===== config.mk =====
export PLATFORM = sky130hd
export DESIGN_NAME = qoi_decoder_rgb565_alpha
export DESIGN_NICKNAME = d
export VERILOG_FILES = /design/src/design/qoid_pkg.sv /design/src/design/qoid_ram.sv /design/src/design/qoid_index.sv /design/src/design/qoid_decode.sv /design/src/design/qoi_decoder_rgb565_alpha.sv
export SDC_FILE = /design/constraint.sdc
export NUM_CORES = 2
export LEC_CHECK = 0
export BUFFER_PORTS_ARGS = -buffer_cell sky130_fd_sc_hd__clkbuf_2
export CAP_MARGIN = 40
export CORE_AREA = 3 3 449 673
export DETAILED_ROUTE_END_ITERATION = 10
export DIE_AREA = 0 0 452 676
export GPL_TIMING_DRIVEN = 0
export PLACE_DENSITY = 0.47
export SLEW_MARGIN = 0
export SYNTH_ARGS = -nofsm -noshare
export SYNTH_HDL_FRONTEND = slang
export SYNTH_SLANG_ARGS = --single-unit

===== constraint.sdc =====
create_clock -name i_clk -period 15.33 [get_ports i_clk]
set_clock_uncertainty 0.1 [all_clocks]
set_input_delay 0.7665 -clock i_clk [delete_from_list [all_inputs] [get_ports i_clk]]
set_output_delay 0.7665 -clock i_clk [all_outputs]
set_load 0.05 [all_outputs]

===== src/design/qoid_pkg.sv =====
// shared types, codes and helper functions for the qoi rgb565 decoder
// no dependencies; imported by every module of the block but qoid_ram
package qoid_pkg;

    localparam int INDEX_ENTRIES_DEF = 64;

    // chunk kinds held while operand bytes are collected
    localparam logic [1:0] KIND_RGB  = 2'd0;
    localparam logic [1:0] KIND_RGBA = 2'd1;
    localparam logic [1:0] KIND_LUMA = 2'd2;

    // end-of-image status codes
    localparam logic [1:0] ST_OK      = 2'd0;
    localparam logic [1:0] ST_EXTRA   = 2'd1;
    localparam logic [1:0] ST_SHORT   = 2'd2;
    localparam logic [1:0] ST_OVERRUN = 2'd3;

    // full-byte opcodes and two-bit tags
    localparam logic [7:0] OP_RGB    = 8'hFE;
    localparam logic [7:0] OP_RGBA   = 8'hFF;
    localparam logic [1:0] TAG_INDEX = 2'b00;
    localparam logic [1:0] TAG_DIFF  = 2'b01;
    localparam logic [1:0] TAG_LUMA  = 2'b10;
    localparam logic [1:0] TAG_RUN   = 2'b11;

    // configuration register indexes
    localparam logic REG_WIDTH  = 1'b0;
    localparam logic REG_HEIGHT = 1'b1;

    localparam logic [31:0] PREV_RESET = 32'hFF00_0000;

    // decode outcome for one byte
    typedef struct packed {
        logic [31:0] prev;
        logic [2:0]  phase;
        logic [1:0]  kind;
        logic [5:0]  luma;
        logic [6:0]  reps;
        logic        extra;
    } t_dec;

    // index hash 3r+5g+7b+11a, kept to eight bits
    function automatic logic [7:0] hash8(input logic [31:0] rgba);
        logic [7:0] r;
        logic [7:0] g;
        logic [7:0] b;
        logic [7:0] a;
        r = rgba[7:0];
        g = rgba[15:8];
        b = rgba[23:16];
        a = rgba[31:24];
        return r * 8'd3 + g * 8'd5 + b * 8'd7 + a * 8'd11;
    endfunction

    function automatic logic [15:0] to565(input logic [31:0] rgba);
        return {rgba[7:3], rgba[15:10], rgba[23:19]};
    endfunction

endpackage


===== src/design/qoid_ram.sv =====
// generic single-write, single-read synchronous ram with registered read
// no dependencies
module qoid_ram #(
    parameter int WIDTH = 32,
    parameter int DEPTH = 64,
    parameter int AW    = $clog2(DEPTH)
) (
    input  logic             i_clk,
    input  logic             i_wr_en,
    input  logic [AW-1:0]    i_wr_addr,
    input  logic [WIDTH-1:0] i_wr_data,
    input  logic             i_rd_en,
    input  logic [AW-1:0]    i_rd_addr,
    output logic [WIDTH-1:0] o_rd_data
);

    logic [WIDTH-1:0] r_mem [DEPTH];
    logic [WIDTH-1:0] r_rd_data;

    always_ff @(posedge i_clk) begin
        if (i_wr_en) begin
            r_mem[i_wr_addr] <= i_wr_data;
        end
        if (i_rd_en) begin
            r_rd_data <= r_mem[i_rd_addr];
        end
    end

    assign o_rd_data = r_rd_data;

endmodule


===== src/design/qoid_index.sv =====
// colour index: ram plus one valid bit per entry, cleared per image
// depends on qoid_pkg and qoid_ram
module qoid_index
    import qoid_pkg::*;
#(
    parameter int INDEX_ENTRIES = INDEX_ENTRIES_DEF,
    parameter int AW            = $clog2(INDEX_ENTRIES)
) (
    input  logic          i_clk,
    input  logic          i_rst_n,
    input  logic          i_clr,
    input  logic          i_rd_en,
    input  logic [AW-1:0] i_rd_addr,
    output logic [31:0]   o_rd_data,
    input  logic          i_wr_en,
    input  logic [AW-1:0] i_wr_addr,
    input  logic [31:0]   i_wr_data
);

    logic [INDEX_ENTRIES-1:0] r_valid;
    logic                     r_hit;
    logic [31:0]              w_ram_q;

    qoid_ram #(
        .WIDTH (32),
        .DEPTH (INDEX_ENTRIES),
        .AW    (AW)
    ) u_ram (
        .i_clk     (i_clk),
        .i_wr_en   (i_wr_en),
        .i_wr_addr (i_wr_addr),
        .i_wr_data (i_wr_data),
        .i_rd_en   (i_rd_en),
        .i_rd_addr (i_rd_addr),
        .o_rd_data (w_ram_q)
    );

    always_ff @(posedge i_clk) begin
        if (!i_rst_n || i_clr) begin
            r_valid <= '0;
        end else if (i_wr_en) begin
            r_valid[i_wr_addr] <= 1'b1;
        end
    end

    // hit flag is registered alongside the ram read data
    always_ff @(posedge i_clk) begin
        if (!i_rst_n) begin
            r_hit <= 1'b0;
        end else if (i_rd_en) begin
            r_hit <= r_valid[i_rd_addr];
        end
    end

    // entries not written this image read as zero
    assign o_rd_data = r_hit ? w_ram_q : 32'd0;

endmodule


===== src/design/qoid_decode.sv =====
// chunk decoder: next pixel, chunk progress and repeat count for one byte
// depends on qoid_pkg
module qoid_decode
    import qoid_pkg::*;
(
    input  logic [7:0]  i_byte,
    input  logic [31:0] i_prev,
    input  logic [31:0] i_idx_data,
    input  logic [2:0]  i_phase,
    input  logic [1:0]  i_kind,
    input  logic [5:0]  i_luma,
    input  logic        i_img_full,
    output t_dec        o_dec
);

    logic [2:0] w_ph_m1;
    logic [1:0] w_sel;
    logic [7:0] w_dr;
    logic [7:0] w_dg;
    logic [7:0] w_db;
    logic [7:0] w_lg;

    always_comb begin
        w_ph_m1 = i_phase - 3'd1;
        w_sel   = w_ph_m1[1:0];
        // diff biases of two, luma biases of 32 and 8 (mod 256)
        w_dr    = {6'd0, i_byte[5:4]} - 8'd2;
        w_dg    = {6'd0, i_byte[3:2]} - 8'd2;
        w_db    = {6'd0, i_byte[1:0]} - 8'd2;
        w_lg    = {2'd0, i_luma} - 8'd32;

        o_dec       = '0;
        o_dec.prev  = i_prev;
        o_dec.phase = i_phase;
        o_dec.kind  = i_kind;
        o_dec.luma  = i_luma;

        if (i_phase == 3'd0) begin
            if (i_img_full) begin
                o_dec.extra = 1'b1;
            end else if (i_byte == OP_RGB) begin
                o_dec.kind  = KIND_RGB;
                o_dec.phase = 3'd1;
            end else if (i_byte == OP_RGBA) begin
                o_dec.kind  = KIND_RGBA;
                o_dec.phase = 3'd1;
            end else begin
                case (i_byte[7:6])
                    TAG_INDEX: begin
                        o_dec.prev = i_idx_data;
                        o_dec.reps = 7'd1;
                    end
                    TAG_DIFF: begin
                        o_dec.prev = {i_prev[31:24], i_prev[23:16] + w_db,
                                      i_prev[15:8] + w_dg, i_prev[7:0] + w_dr};
                        o_dec.reps = 7'd1;
                    end
                    TAG_LUMA: begin
                        o_dec.luma  = i_byte[5:0];
                        o_dec.kind  = KIND_LUMA;
                        o_dec.phase = 3'd1;
                    end
                    default: begin
                        o_dec.reps = {1'b0, i_byte[5:0]} + 7'd1;
                    end
                endcase
            end
        end else if (i_kind == KIND_LUMA) begin
            o_dec.prev  = {i_prev[31:24],
                           i_prev[23:16] + w_lg + {4'd0, i_byte[3:0]} - 8'd8,
                           i_prev[15:8] + w_lg,
                           i_prev[7:0] + w_lg + {4'd0, i_byte[7:4]} - 8'd8};
            o_dec.phase = 3'd0;
            o_dec.reps  = 7'd1;
        end else begin
            o_dec.prev[{w_sel, 3'b000} +: 8] = i_byte;
            if ((i_kind == KIND_RGB && i_phase >= 3'd3) || i_phase >= 3'd4) begin
                o_dec.phase = 3'd0;
                o_dec.reps  = 7'd1;
            end else begin
                o_dec.phase = i_phase + 3'd1;
            end
        end
    end

endmodule


===== src/design/qoi_decoder_rgb565_alpha.sv =====
// top level of the qoi chunk stream decoder with rgb565 plus alpha output
// depends on qoid_pkg, qoid_index (with qoid_ram) and qoid_decode
//
// usage:
//   slave stream: one compressed byte per beat in s_tdata[7:0]; s_tlast
//   marks the last byte of an image. master stream: one result per beat,
//   m_tuser = has_pixel, m_tlast = image end, m_tdata carries the pixel,
//   alpha, last-of-input flag and end status.
//   config channel: index 0 writes image width, index 1 image height; the
//   pixel total is a registered product, so input is held off after a
//   write until the new total is registered.
// timing:
//   a byte passes through accept, index read and decode, and pixel count
//   and index write, then gives one result per cycle while the receiver
//   is ready. the registered read of the colour index ram sets the decode
//   step. one byte is in work at a time.
// reset and stall:
//   reset sets width and height to one and clears all image state; the
//   colour index is cleared by valid bits, so no clearing pass runs.
//   a stalled receiver holds the output register and the emit loop waits;
//   the next byte may be accepted while the last result is still held.
//   after the final byte's last result, all image state returns to reset.
module qoi_decoder_rgb565_alpha
    import qoid_pkg::*;
#(
    parameter int INDEX_ENTRIES = INDEX_ENTRIES_DEF
) (
    input  logic        i_clk,
    input  logic        i_rst_n,
    // slave stream
    input  logic        i_s_tvalid,
    output logic        o_s_tready,
    input  logic [7:0]  i_s_tdata,   // [7:0] data_byte
    input  logic        i_s_tlast,   // final_byte
    // master stream
    output logic        o_m_tvalid,
    input  logic        i_m_tready,
    output logic [31:0] o_m_tdata,   // [15:0] pixel_rgb565, [23:16] alpha,
                                     // [24] last_of_input, [26:25] end_status
    output logic        o_m_tuser,   // has_pixel
    output logic        o_m_tlast,   // image_end
    // configuration writes
    input  logic        i_cfg_valid,
    output logic        o_cfg_ready,
    input  logic        i_cfg_index,
    input  logic [15:0] i_cfg_data
);

    localparam int AW = $clog2(INDEX_ENTRIES);

    typedef enum logic [3:0] {
        S_IDLE   = 4'b0001,
        S_DECODE = 4'b0010,
        S_EMIT   = 4'b0100,
        S_OUT    = 4'b1000
    } t_state;

    t_state      r_state, n_state;
    logic [7:0]  r_byte;
    logic        r_fin;
    logic [31:0] r_prev, n_prev;
    logic [2:0]  r_phase, n_phase;
    logic [1:0]  r_kind, n_kind;
    logic [5:0]  r_luma, n_luma;
    logic [31:0] r_pd, n_pd;
    logic [1:0]  r_err, n_err;
    logic [6:0]  r_reps, n_reps;
    logic [6:0]  r_left, n_left;

    logic [15:0] r_width;
    logic [15:0] r_height;
    logic [31:0] r_total;
    logic        r_total_ok;

    logic        r_out_valid, n_out_valid;
    logic        r_out_has, n_out_has;
    logic [15:0] r_out_rgb, n_out_rgb;
    logic [7:0]  r_out_a, n_out_a;
    logic        r_out_lst, n_out_lst;
    logic        r_out_end, n_out_end;
    logic [1:0]  r_out_st, n_out_st;

    logic        w_in_acc;
    logic        w_out_free;
    logic [31:0] w_idx_q;
    logic        w_idx_wr;
    logic        w_idx_clr;
    t_dec        w_dec;
    logic [31:0] w_avail;
    logic        w_over;
    logic [6:0]  w_cap;
    logic [1:0]  w_status;
    logic [7:0]  w_hash;

    assign o_cfg_ready = 1'b1;
    assign o_s_tready  = (r_state == S_IDLE) && r_total_ok && !i_cfg_valid;
    assign w_in_acc    = i_s_tvalid && o_s_tready;
    assign w_out_free  = !r_out_valid || i_m_tready;

    // configuration registers and registered pixel total
    always_ff @(posedge i_clk) begin
        if (!i_rst_n) begin
            r_width    <= 16'd1;
            r_height   <= 16'd1;
            r_total    <= 32'd1;
            r_total_ok <= 1'b1;
        end else begin
            r_total    <= {16'd0, r_width} * {16'd0, r_height};
            r_total_ok <= !(i_cfg_valid && o_cfg_ready);
            if (i_cfg_valid && o_cfg_ready) begin
                unique case (i_cfg_index)
                    REG_WIDTH:  r_width  <= i_cfg_data;
                    REG_HEIGHT: r_height <= i_cfg_data;
                    default:    r_width  <= r_width;
                endcase
            end
        end
    end

    // accepted byte
    always_ff @(posedge i_clk) begin
        if (w_in_acc) begin
            r_byte <= i_s_tdata;
            r_fin  <= i_s_tlast;
        end
    end

    // colour index read at accept, written when a pixel is produced
    assign w_hash   = hash8(r_prev);
    assign w_idx_wr = (r_state == S_EMIT) && (w_cap != 7'd0);

    qoid_index #(
        .INDEX_ENTRIES (INDEX_ENTRIES),
        .AW            (AW)
    ) u_index (
        .i_clk     (i_clk),
        .i_rst_n   (i_rst_n),
        .i_clr     (w_idx_clr),
        .i_rd_en   (w_in_acc),
        .i_rd_addr (i_s_tdata[AW-1:0]),
        .o_rd_data (w_idx_q),
        .i_wr_en   (w_idx_wr),
        .i_wr_addr (w_hash[AW-1:0]),
        .i_wr_data (r_prev)
    );

    qoid_decode u_decode (
        .i_byte     (r_byte),
        .i_prev     (r_prev),
        .i_idx_data (w_idx_q),
        .i_phase    (r_phase),
        .i_kind     (r_kind),
        .i_luma     (r_luma),
        .i_img_full (r_pd >= r_total),
        .o_dec      (w_dec)
    );

    // pixels left in the image bound the repeat count
    assign w_avail  = (r_total > r_pd) ? (r_total - r_pd) : 32'd0;
    assign w_over   = {25'd0, r_reps} > w_avail;
    assign w_cap    = w_over ? w_avail[6:0] : r_reps;
    assign w_status = (r_phase != 3'd0 || r_pd < r_total) ? ST_SHORT : r_err;

    always_comb begin
        n_state     = r_state;
        n_prev      = r_prev;
        n_phase     = r_phase;
        n_kind      = r_kind;
        n_luma      = r_luma;
        n_pd        = r_pd;
        n_err       = r_err;
        n_reps      = r_reps;
        n_left      = r_left;
        n_out_valid = r_out_valid && !i_m_tready;
        n_out_has   = r_out_has;
        n_out_rgb   = r_out_rgb;
        n_out_a     = r_out_a;
        n_out_lst   = r_out_lst;
        n_out_end   = r_out_end;
        n_out_st    = r_out_st;
        w_idx_clr   = 1'b0;

        unique case (r_state)
            S_IDLE: begin
                if (w_in_acc) begin
                    n_state = S_DECODE;
                end
            end
            S_DECODE: begin
                n_prev  = w_dec.prev;
                n_phase = w_dec.phase;
                n_kind  = w_dec.kind;
                n_luma  = w_dec.luma;
                n_reps  = w_dec.reps;
                if (w_dec.extra && r_err == ST_OK) begin
                    n_err = ST_EXTRA;
                end
                n_state = S_EMIT;
            end
            S_EMIT: begin
                if (w_over) begin
                    n_err = ST_OVERRUN;
                end
                n_pd    = r_pd + {25'd0, w_cap};
                n_left  = w_cap;
                n_state = (w_cap != 7'd0 || r_fin) ? S_OUT : S_IDLE;
            end
            S_OUT: begin
                if (w_out_free) begin
                    n_out_valid = 1'b1;
                    n_out_has   = r_left != 7'd0;
                    n_out_rgb   = (r_left != 7'd0) ? to565(r_prev) : 16'd0;
                    n_out_a     = (r_left != 7'd0) ? r_prev[31:24] : 8'd0;
                    n_out_lst   = r_left <= 7'd1;
                    n_out_end   = r_fin && r_left <= 7'd1;
                    n_out_st    = (r_fin && r_left <= 7'd1) ? w_status : ST_OK;
                    if (r_left <= 7'd1) begin
                        n_state = S_IDLE;
                        // final byte done: start a fresh image
                        if (r_fin) begin
                            n_prev    = PREV_RESET;
                            n_phase   = 3'd0;
                            n_kind    = KIND_RGB;
                            n_luma    = 6'd0;
                            n_pd      = 32'd0;
                            n_err     = ST_OK;
                            w_idx_clr = 1'b1;
                        end
                    end else begin
                        n_left = r_left - 7'd1;
                    end
                end
            end
            default: begin
                n_state = S_IDLE;
            end
        endcase
    end

    always_ff @(posedge i_clk) begin
        if (!i_rst_n) begin
            r_state     <= S_IDLE;
            r_prev      <= PREV_RESET;
            r_phase     <= 3'd0;
            r_kind      <= KIND_RGB;
            r_luma      <= 6'd0;
            r_pd        <= 32'd0;
            r_err       <= ST_OK;
            r_reps      <= 7'd0;
            r_left      <= 7'd0;
            r_out_valid <= 1'b0;
        end else begin
            r_state     <= n_state;
            r_prev      <= n_prev;
            r_phase     <= n_phase;
            r_kind      <= n_kind;
            r_luma      <= n_luma;
            r_pd        <= n_pd;
            r_err       <= n_err;
            r_reps      <= n_reps;
            r_left      <= n_left;
            r_out_valid <= n_out_valid;
        end
    end

    // output payload register
    always_ff @(posedge i_clk) begin
        r_out_has <= n_out_has;
        r_out_rgb <= n_out_rgb;
        r_out_a   <= n_out_a;
        r_out_lst <= n_out_lst;
        r_out_end <= n_out_end;
        r_out_st  <= n_out_st;
    end

    assign o_m_tvalid = r_out_valid;
    assign o_m_tdata  = {5'd0, r_out_st, r_out_lst, r_out_a, r_out_rgb};
    assign o_m_tuser  = r_out_has;
    assign o_m_tlast  = r_out_end;

    // an image end is always the last result of its byte
    a_end_is_last: assert property (@(posedge i_clk) disable iff (!i_rst_n)
        r_out_valid && r_out_end |-> r_out_lst)
        else $error("image end without last-of-input");

    // a result without a pixel only closes an image
    a_empty_ends_image: assert property (@(posedge i_clk) disable iff (!i_rst_n)
        r_out_valid && !r_out_has |-> r_out_end)
        else $error("pixel-less result outside image end");

    // index write never meets a read of a newly accepted byte
    a_no_rw_overlap: assert property (@(posedge i_clk) disable iff (!i_rst_n)
        w_idx_wr |-> !w_in_acc)
        else $error("colour index read and write overlap");

    a_state_onehot: assert property (@(posedge i_clk) disable iff (!i_rst_n)
        $onehot(r_state))
        else $error("state register not one-hot");

endmodule

==> metrics <==
first-pass GRT wire length 469000 um; simple-gate area share of the yosys netlist 4.55%; Final Hold Viols 0; initial core utilization 34.9%; crit end category register; drt first pass iters 8; Critical Path AT 9.60 ns; largest net degree at the start of global routing 72; GP Congestion 0.913; TritonCTS clock tree built; most common cell after layout, fill and taps aside edfxtp_1; Post-synth EDFFs 2118; CTS clk-pin slew, worst paths 0.06 ns; Tmin final 8.96 ns; syn_area_per_cell 17.6 um2; clock sink total 2344; Area Overhead vs Synth 16.8%; Pleak 43.5 nW; clk buf depth 4; Post-DRT Antenna Nets 0; fillers 26847; power per cell area 111 mW/mm2; FF/Latch Area 0.0682 mm2; CTS H-tree depth 4; Max Fclk 112 MHz; mux contribution to synthesized area 15.2%; clk root buf clkbuf_16; Req. time, crit path 15.96 ns; Setup CP Type reg -> reg; total gr overflow 0; Post-Syn Area 0.104 mm2; Finished Layout Cells 10722; Post-Synth Adder-Cell Area 7.38%; most frequent cells in the layout edfxtp_1 (2118), mux4_2 (682), nand2_1 (406); via count 57087; RSZ-0062 raised after global routing false; Sum Neg Setup Slack 0 ns; dpl cells 10151; Synth area leaders edfxtp_1 (61%), mux4_2 (15%), fa_1 (4.5%); DP HPWL 246000 um; CP Max Fanout 10; Netlist cell types 85; main combinational cell family by area after synthesis multiplexers; synthesis warning total 0; Hold Path Class in -> reg; Final Slew Violations 0; CP max stage delay 0.51 ns; most used flip-flop cell after synthesis edfxtp_1; chip width 452 um; VDD IR max 91.9 uV; number of global-route vias before repair 60049; Max Cap Viol 0; post-synthesis xor/xnor area fraction 1.12%; post-DR vias/cell 5.32; slowest stage cell, crit path o31ai_2; cell taking the most area after synthesis edfxtp_1; I/O Pins 68; I/O Buffers 60; sequential share of the synthesized area 65.8%; row count 245; Initial DRC Count 5153; die height 676 um; core area 0.297 mm2; final period utilization 58.5%; Synth Instances 5887; Yosys reg bits 2344; # setup viols final 0; area fraction of the dominant cell type after synthesis 61.4%; nets 6942; overall power 0.0134 W; routed len/inst 31.4 um; Multi-input gate area 0.0332 mm2; compound-gate portion of the synthesized area 3.46%; crit start category register; DR DRC count 0; Slew @ Worst Pin 1.01 ns; status complete, no violations; cts bufs inserted 228; initial antenna violation count 33; Async SR Flop Fraction 0%; die area 0.306 mm2; worst rel slew slack 32.8%; Total Routed Length 337000 um; share of layout cells above drive strength 1 22.6%; clk_lat worst skew 0.89 ns; GRT Total Usage 21.9%
[state kept, by name, indices dropped and copies added (netlist names), 3 cells and up]
name / cells
r_byte: 8
r_height: 16
r_left: 7
r_luma: 6
r_out_a: 8
r_out_rgb: 16
r_pd: 32
r_phase: 3
r_prev: 32
r_reps: 7
r_state: 4
r_total: 32
r_width: 16
u_index.r_valid: 64
u_index.u_ram.o_rd_data: 32
u_index.u_ram.r_mem: 2048
[cell type report]
type,instances,share of cell area (%)
inverters,370,1.15
well taps,3952,4.09
repair buffers,319,3.69
multi-input cells,2879,27.4
diodes,147,0.304
flip-flops and latches,2344,56.4
plain buffers,298,1.00
clock buffers,288,5.02
clock inverters,125,0.914
[cell usage after synthesis, drive strengths merged, types with 52 or more instances]
library cell,instances
edfxtp,2118
mux4,682
nand2,406
inv,370
ha,238
fa,233
dfxtp,226
clkbuf,206
nor2,205
and2,163
a21oi,162
o21ai,102
xnor2,100
buf,92
nand3,52
[logic make-up (layout without fill, tap and decap cells)]
group,after synthesis,count (layout)
flip-flops,2344,2344
AND/OR/NAND/NOR,1006,1006
multiplexers,721,721
buffers and inverters,668,1400
AO/OA/AOI/OAI,542,542
adder cells (fa/ha/maj),471,471
XOR/XNOR,133,133
other,2,153
[final timing paths]
| check | startpoint | end | slack, ns | cells past startpoint |
|---|---|---|---|---|
| setup / recovery | r_total[0] | r_pd[26] | 6.37 | 38 |
| setup reg to reg | r_total[0] | r_pd[26] | 6.37 | 38 |
| hold reg to reg | u_index.r_valid[45] | u_index.r_valid[45] | 0.36 | 2 |
| hold / removal | i_cfg_data[8] | r_width[8] | 0.08 | 3 |
[report_power, final]
part / internal (W) / leakage (nW) / switching [W]
clock network: 0.00309 / 3.53 / 0.00249
registers: 0.00688 / 24.0 / 0.0000248
logic: 0.000341 / 16.0 / 0.000564
[metal layers]
layer | GRT usage, % | up-vias | part of all wire [%]
met2 | 40.6 | 1715 | 55
met3 | 2.84 | 501 | 4.5
met4 | 10.7 | 2 | 4.7
met5 | 0 | - | 0.0036
li1 | - | 24121 | -
met1 | 24.8 | 30748 | 36
[worst max-delay path: cells and delay by family, from the launching register on]
kind | cells | cell delay, ns
AO/OA/AOI/OAI | 14 | 3.23
AND/OR/NAND/NOR | 9 | 1.85
buffers and inverters | 8 | 1.53
adder cells (fa/ha/maj) | 5 | 1.41
flip-flops | 1 | 0.36
multiplexers | 1 | 0.17
XOR/XNOR | 1 | 0.16
[metrics by stage]
stage	cell area [um2]	hold slack [ns]	setup WS (ns)	utilization [%]
floorplan	104000	0.320	6.84	-
global placement	109000	0.332	-0.251	36.6
detailed placement	113000	0.345	6.27	38.2
CTS	121000	0.00724	6.26	40.6
global route	121000	0.0334	5.81	40.7
finish	121000	0.0752	6.37	40.7
[repair_timing]
item | 4_1_cts | 5_1_grt
hold buffers | 11 | 0
buffers inserted | 0 | 0
endpoints found under the hold margin | 16 | 0
resized for setup | 0 | 0
No activity file was read; power rests on OpenSTA's default activity.
